--- src/hw/rtl/ets_pkg.sv ---
`timescale 1ns / 1ps

package ets_pkg;

	// event word fields
	localparam int BOARD_W  = 3;
	localparam int CHAN_W   = 4;
	localparam int TAG_W    = 31;
	localparam int EXTRAS_W = 32;
	localparam int ENERGY_W = 16;
	localparam int TIME_W   = 64;
	localparam int HALF_W   = 16;
	localparam int FINE_W   = 10;

	// per-slot state
	localparam int WRAP_W = 33;

	// configuration port
	localparam int CFG_IDX_W  = 2;
	localparam int CFG_DATA_W = 8;
	localparam int MODE_W     = 2;
	localparam int CFD_W      = 2;

	localparam logic [CFG_IDX_W-1:0] REG_FINE_MODE     = 2'd0;
	localparam logic [CFG_IDX_W-1:0] REG_SAMPLE_PERIOD = 2'd1;
	localparam logic [CFG_IDX_W-1:0] REG_CFD_INTERP    = 2'd2;

	localparam logic [MODE_W-1:0] MODE_ZC = 2'd1;
	localparam logic [MODE_W-1:0] MODE_HW = 2'd2;

	// sample period kept in picoseconds
	localparam int PERIOD_PS_W = 18;
	localparam int PS_PER_NS   = 1000;
	localparam logic [PERIOD_PS_W-1:0] PERIOD_PS_RST = 18'd2000;

	// hardware fine value full scale, one less than 2^FINE_W
	localparam int HW_FINE_SCALE = 1023;
	// period in ps times the fine value, plus half the scale
	localparam int HW_NUM_W = 28;
	localparam int HW_T1_W  = HW_NUM_W - FINE_W + 1;
	localparam int HW_T2_W  = FINE_W + 1;

	// shared multiplier
	localparam int MUL_A_W = 32;
	localparam int MUL_B_W = 18;
	localparam int MUL_W   = MUL_A_W + MUL_B_W;

	// shared divider
	localparam int QUO_W  = 21;
	localparam int DVSR_W = 17;
	localparam int DVND_W = 38;

	typedef struct packed {
		logic busy;
		logic done;
	} div_sts_t;

endpackage

--- src/hw/rtl/ets_div.sv ---
`timescale 1ns / 1ps

module ets_div (
	input  logic                          clk,
	input  logic                          arst_n,
	input  logic                          start,
	input  logic [ets_pkg::DVND_W-1:0]    dividend,
	input  logic [ets_pkg::DVSR_W-1:0]    divisor,
	output logic [ets_pkg::QUO_W-1:0]     quotient,
	output ets_pkg::div_sts_t             sts
);
	import ets_pkg::*;

	localparam int CNT_W = $clog2(QUO_W + 1);

	logic [CNT_W-1:0]  cnt_q;
	logic              busy_q;
	logic              done_q;
	logic [DVSR_W-1:0] rem_q;
	logic [DVSR_W-1:0] dvsr_q;
	logic [QUO_W-1:0]  quo_q;

	logic [DVSR_W:0]   trial;
	logic [DVSR_W:0]   diff;
	logic              fits;

	// one restoring step: bring down the next dividend bit
	always_comb begin
		trial = {rem_q, quo_q[QUO_W-1]};
		diff  = trial - {1'b0, dvsr_q};
		fits  = (trial >= {1'b0, dvsr_q});
	end

	always_ff @(posedge clk or negedge arst_n) begin
		if (!arst_n) begin
			cnt_q  <= '0;
			busy_q <= 1'b0;
			done_q <= 1'b0;
		end else begin
			done_q <= 1'b0;
			if (start) begin
				cnt_q  <= CNT_W'(QUO_W);
				busy_q <= 1'b1;
			end else if (busy_q) begin
				cnt_q <= cnt_q - CNT_W'(1);
				if (cnt_q == CNT_W'(1)) begin
					busy_q <= 1'b0;
					done_q <= 1'b1;
				end
			end
		end
	end

	// the quotient is known to fit QUO_W bits, so the top bits seed the remainder
	always_ff @(posedge clk) begin
		if (start) begin
			rem_q  <= dividend[DVND_W-1:QUO_W];
			quo_q  <= dividend[QUO_W-1:0];
			dvsr_q <= divisor;
		end else if (busy_q) begin
			rem_q <= fits ? diff[DVSR_W-1:0] : trial[DVSR_W-1:0];
			quo_q <= {quo_q[QUO_W-2:0], fits};
		end
	end

	assign quotient = quo_q;
	assign sts.busy = busy_q;
	assign sts.done = done_q;

endmodule

--- config.mk ---
export PLATFORM = sky130hd
export DESIGN_NAME = ets_div
export DESIGN_NICKNAME = d
export VERILOG_FILES = /design/src/hw/rtl/ets_pkg.sv /design/src/hw/rtl/ets_div.sv
export SDC_FILE = /design/constraint.sdc
export NUM_CORES = 1
export LEC_CHECK = 0
export ABC_AREA = 0
export BUFFER_PORTS_ARGS = -buffer_cell sky130_fd_sc_hd__buf_4
export CELL_PAD_IN_SITES_DETAIL_PLACEMENT = 0
export CELL_PAD_IN_SITES_GLOBAL_PLACEMENT = 1
export CORE_MARGIN = 2
export CORE_UTILIZATION = 46
export CTS_CLUSTER_DIAMETER = 50
export DETAILED_ROUTE_END_ITERATION = 8
export PLACE_DENSITY_LB_ADDON = 0.1
export SYNTH_ARGS = -nofsm -noshare
export SYNTH_HDL_FRONTEND = slang
export SYNTH_SLANG_ARGS = --single-unit
--- constraint.sdc ---
create_clock -name clk -period 7.3 [get_ports clk]
set_clock_uncertainty 0.05 [all_clocks]
set_input_delay 0.73 -clock clk [delete_from_list [all_inputs] [get_ports clk]]
set_output_delay 0.73 -clock clk [all_outputs]
set_load 0.02 [all_outputs]
* Yosys cells after proc, flatten, opt, wreduce, memory -nomap -nowiden
Index checks and enable logic that the tools add are counted.
** Storage, ports and cells
- Input bits :: 58
- Word-level logic and storage cells :: 24
- Output and inout port bits :: 23
- Register bits :: 62
** Operators by class
- Magnitude comparators :: 1
- Reductions and logical operators :: 1
- Add/sub/neg operators :: 2
- Muxes and demuxes :: 13
- Equal/unequal tests :: 1
** Operators with widths (count)
- two-way mux 17 bit :: 3
- two-way mux 21 bit :: 2
- >= comparator 18 x 17 -> 1 bit :: 1
- subtractor 17 bit :: 1
- two-way mux 5 bit :: 2
- two-way mux 1 bit :: 6
- equality test 5 x 1 -> 1 bit, second input constant :: 1
- subtractor 5 x 1 -> 5 bit, second input constant :: 1
- nonzero test 2 bit :: 1

* Logic depth before layout (Yosys ltp)
- Depth in word-level cells :: 4
- Mapped depth :: 12
- Mapped depth without buffers :: 10

* Worst setup path before layout
No wires, ideal clock.
- Path type :: reg2reg
- From :: register quo_q[20] (netlist: quotient[20])
- To :: register rem_q[12] (data pin)
- Buffers on the path :: 0
- Required time :: 6.990 ns
- Path slack :: 4.322 ns
- Stages on the path, launching flop included :: 11
- Library setup time :: 0.260 ns
- Period minus slack after synthesis :: 2.978 ns
- Arrival :: 2.668 ns
- Path through :: edfxtp_1 -> inv_1 -> ha_1 -> inv_1 -> fa_1 -> a21o_1 -> a221o_2 -> o21ai_1 -> and3_2 -> mux2_2 -> mux2_2
** Between the ends
- Longest elaborated chain between the ends :: 4
- Elaborated cells between the ends (all ways) :: 5
- Classes of those cells :: 1 x add/sub; 1 x order compare; 3 x mux
** RTL lines
- from (decl) :: RTL line ets_div.sv:21 : logic [QUO_W-1:0] quo_q;
- from (signal assigned) :: RTL line ets_div.sv:58 : quo_q <= dividend[QUO_W-1:0];
- from (signal assigned) :: RTL line ets_div.sv:62 : quo_q <= {quo_q[QUO_W-2:0], fits};
- subtractor 17 bit / >= comparator 18 x 17 -> 1 bit (equally long branches) :: RTL line ets_div.sv:30, ets_div.sv:31
- two-way mux 17 bit * :: RTL line ets_div.sv:61 : rem_q <= fits ? diff[DVSR_W-1:0] : trial[DVSR_W-1:0];
- two-way mux 17 bit * :: RTL line ets_div.sv:60 : end else if (busy_q) begin
- two-way mux 17 bit * :: RTL line ets_div.sv:56 : if (start) begin
- to (signal assigned) :: RTL line ets_div.sv:57 : rem_q <= dividend[DVND_W-1:QUO_W];
- to (signal assigned) :: RTL line ets_div.sv:61
- to (decl) :: RTL line ets_div.sv:19 : logic [DVSR_W-1:0] rem_q;
Mark *: on every way between the ends. The rest lies on a longest branch, timed or not. The select of a mux whose other input is x is not followed.
A chain may end at the register's enable or synchronous reset.

* Worst setup path after layout
Ends and elaborated chain as after synthesis.

==> summary.md <==
| Metric | Value |
|---|---|
| Status | `complete, no violations` |
| Ys async rst share | `11.3%` |
| MaxCap Viol Count | `0` |
| CP bufs+invs | `2` |
| CTS tree | `built` |
| Most frequent cells after synthesis | `edfxtp_1, inv_1, mux2_2, nand2_1, a21oi_1` |
| Slowest cell on crit path | `and3_2` |
| Setup WS pre-CTS | `3.86 ns` |
| Vias in the first global route | `2627` |
| Initial core utilization | `46.9%` |
| Die X | `92.3 um` |
| Post_cts resized | `0` |
| Vias per cell | `5.22` |
| Post-synth top area cell | `edfxtp_1` |
| Seq cells post-synth | `62` |
| Synthesized area | `3590 um^2` |
| Cell with the most instances after synthesis | `edfxtp_1` |
| Area of the multi-input gates | `1570 um^2` |
| Final Non-Filler Cells | `494` |
| Reg clk slew, reported paths | `0.07 ns` |
| Max_slew headroom | `35.3%` |
| First-pass GRT wire length | `12300 um` |
| I/O Pins | `81` |
| GPL Wtd Cong | `0.818` |
| 1st-pass router iterations | `5` |
| Largest net degree at the start of global routing | `56` |
| Power per cell area | `331 nW/um^2` |
| Post-CTS setup buffer count | `0` |
| Synthesis Warnings | `0` |
| Grt met2 use | `28.5%` |
| CTS Sinks | `62` |
| Final Hold Fails | `0` |
| Largest fanout on the critical path | `29` |
| Hold Buf Count CTS | `0` |
| # H-tree levels | `3` |
| Busiest grt layer | `met2` |
| Crit-path max cell delay | `0.57 ns` |
| Max-slew violation count | `0` |
| P&R area growth vs syn | `23.0%` |
| Met1 GRT Util | `24.5%` |
| Drt wl/cell | `14.7 um` |
| DRT iter0 DRCs | `104` |
| Top delay family on crit path | `compound AO/OA/AOI/OAI gates` |
| DIE AREA | `8520 um^2` |
| Overall via count from detail_route | `2581` |
| Sequential fraction of the synthesis area | `50.9%` |
| Fin crit share | `47.0%` |
| Post-route worst setup slack | `3.87 ns` |
| Setup crit end kind | `flop` |
| Port Buffers | `80` |
| Kind of path behind the tightest hold check | `in2async` |
| Area of the core | `7650 um^2` |
| Worst path required time | `7.34 ns` |
| RSZ-0062 raised after global routing | `false` |
| Worst EP arrival | `3.47 ns` |
| Synth top area cells | `edfxtp_1, mux2_2, ha_1, dfrtp_1, a21oi_1` |
| # rows | `32` |
| Fin crit period | `3.43 ns` |
| Mapped Cells | `313` |
| Setup TNS | `0 ns` |
| Startpoint types | `flop` |
| Slew @ Worst Pin | `0.971 ns` |
| Clk root buf | `clkbuf_8` |
| Peak supply drop | `0.134 mV` |
| Worst skew pair latency | `0.34 ns` |
| Initial antenna violation count | `0` |
| Post-synthesis average cell area | `11.5 um^2` |
| Final setup vio count | `0` |
| Post-synth cell types | `52` |
| Placed wire-length estimate | `5080 um` |
| CTS Buffer Depth | `2` |
| Most used flip-flop cell after synthesis | `edfxtp_1` |
| Synthesized Nets | `391` |
| Nets | `465` |
| Peak Freq | `292 MHz` |
| GRT Util Overall | `18.4%` |
| R2r setup slk | `3.87 ns` |
| Post-route ant nets | `0` |
| GRT overflow | `0` |
| Leak pwr | `1.84 nW` |
| Synth top area share | `46.0%` |
| WL final | `7260 um` |
| Crit path cell chain | `inv_1, ha_1, inv_1, fa_1, a21o_1, a221o_2, o21ai_1, and3_2, mux2_2, mux2_2` |
| Register area | `1830 um^2` |
| Worst setup path class | `reg2reg` |
| Layout cells sized above 1 | `31.6%` |
| # DRC | `0` |
| Post-Place Cells | `478` |
| FILL cells | `703` |
| CTS Buf Count | `9` |
| Ant diodes | `0` |
| Post-synth EDFFs | `55` |
| Die height | `92.3 um` |
| Met3 Track Usage GR | `5.29%` |
==> power breakdown <==
group          total (mW)  switching, mW  leakage [nW]  internal (mW)
combinational       0.647          0.363          1.09          0.284
sequential          0.523         0.0416         0.652          0.482
clock               0.291          0.136        0.0980          0.155
total                1.46          0.541          1.84          0.921
==> stage by stage <==
step,util [%],area (um^2),hold slack (ns),power (mW)
after global placement,55.2,4220,0.457,1.17
final,57.7,4410,0.135,1.46
after CTS,57.7,4410,0.124,1.47
after global routing,57.7,4410,0.120,1.58
after detailed placement,55.2,4220,0.471,1.17
after floorplan,-,3590,0.384,1.03
==> area by class of cell <==
cell class	instances	share of cell area, %
flip-flops and latches	62	41.4
multi-input cells	208	35.5
repair buffers	81	13.8
well taps	102	2.89
clock buffers	9	2.81
inverters	25	2.13
clock inverters	7	1.47
==> state kept, by name (all words and copies together), names as in the netlist <==
name	count
busy_q	1
quotient	21
rem_q	17
cnt_q	5
dvsr_q	17
done_q	1
==> layer usage <==
metal  vias to the layer above  part of all wire [%]
met5                         -                     0
met4                         0                   1.5
met3                        10                   5.7
met2                        58                    45
met1                      1206                    48
li1                       1307                     -
==> path summary, 6_finish.rpt <==
kind | startpoint | endpoint | cells past startpoint
setup / recovery | quotient[20]$_DFFE_PP_ | rem_q[12]$_DFFE_PP_ | 10
max in group asynchronous | arst_n | cnt_q[3]$_DFFE_PN0P_ | 1
setup reg to reg | quotient[20]$_DFFE_PP_ | rem_q[12]$_DFFE_PP_ | 10
min in group clk | cnt_q[4]$_DFFE_PN0P_ | cnt_q[4]$_DFFE_PN0P_ | 2
hold reg to reg | cnt_q[4]$_DFFE_PN0P_ | cnt_q[4]$_DFFE_PN0P_ | 2
hold / removal | arst_n | done_q$_DFF_PN0_ | 1
==> cells by family after synthesis <==
logic type	after synthesis	synth area share, %
buffers and inverters	43	5.37
DFF	62	50.9
xor gates and xnor gates	16	3.91
and+or+nand+nor	76	11.5
adders and majority gates	20	7.19
muxes	27	8.34
AOI/OAI and AO/OA	69	12.8
==> worst register-to-register path: cells and delay by family, from the launching register on <==
family / cells / cell delay, ns
AO/OA/AOI/OAI: 3 / 0.81
multiplexers: 2 / 0.66
AND/OR/NAND/NOR: 1 / 0.57
adder cells (fa/ha/maj): 2 / 0.55
flip-flops: 1 / 0.40
buffers and inverters: 2 / 0.14
==> placed cells by master (no fill, tap or decap), types with 2 or more instances in the layout <==
cell	count
dfrtp_1	7
clkinv_2	2
ha_1	19
o21ai_0	13
nand2b_1	6
inv_1	25
nor2b_1	9
nor2_1	9
nand2_1	22
a221o_1	4
nor3b_1	2
buf_4	81
nand3_1	2
o211ai_1	4
clkbuf_8	9
a21oi_1	20
nor3_1	6
nand4_1	4
edfxtp_1	55
clkinv_1	2
nand3b_1	5
o31ai_1	3
o311ai_0	3
a211oi_1	3
o21bai_1	2
mux2i_1	4
a2111oi_0	2
a21o_1	3
xnor2_1	9
mux2_2	23
xor2_1	7
nor4_1	2
clkinv_4	2
a22oi_1	4
No activity file was read; power rests on OpenSTA's default activity.
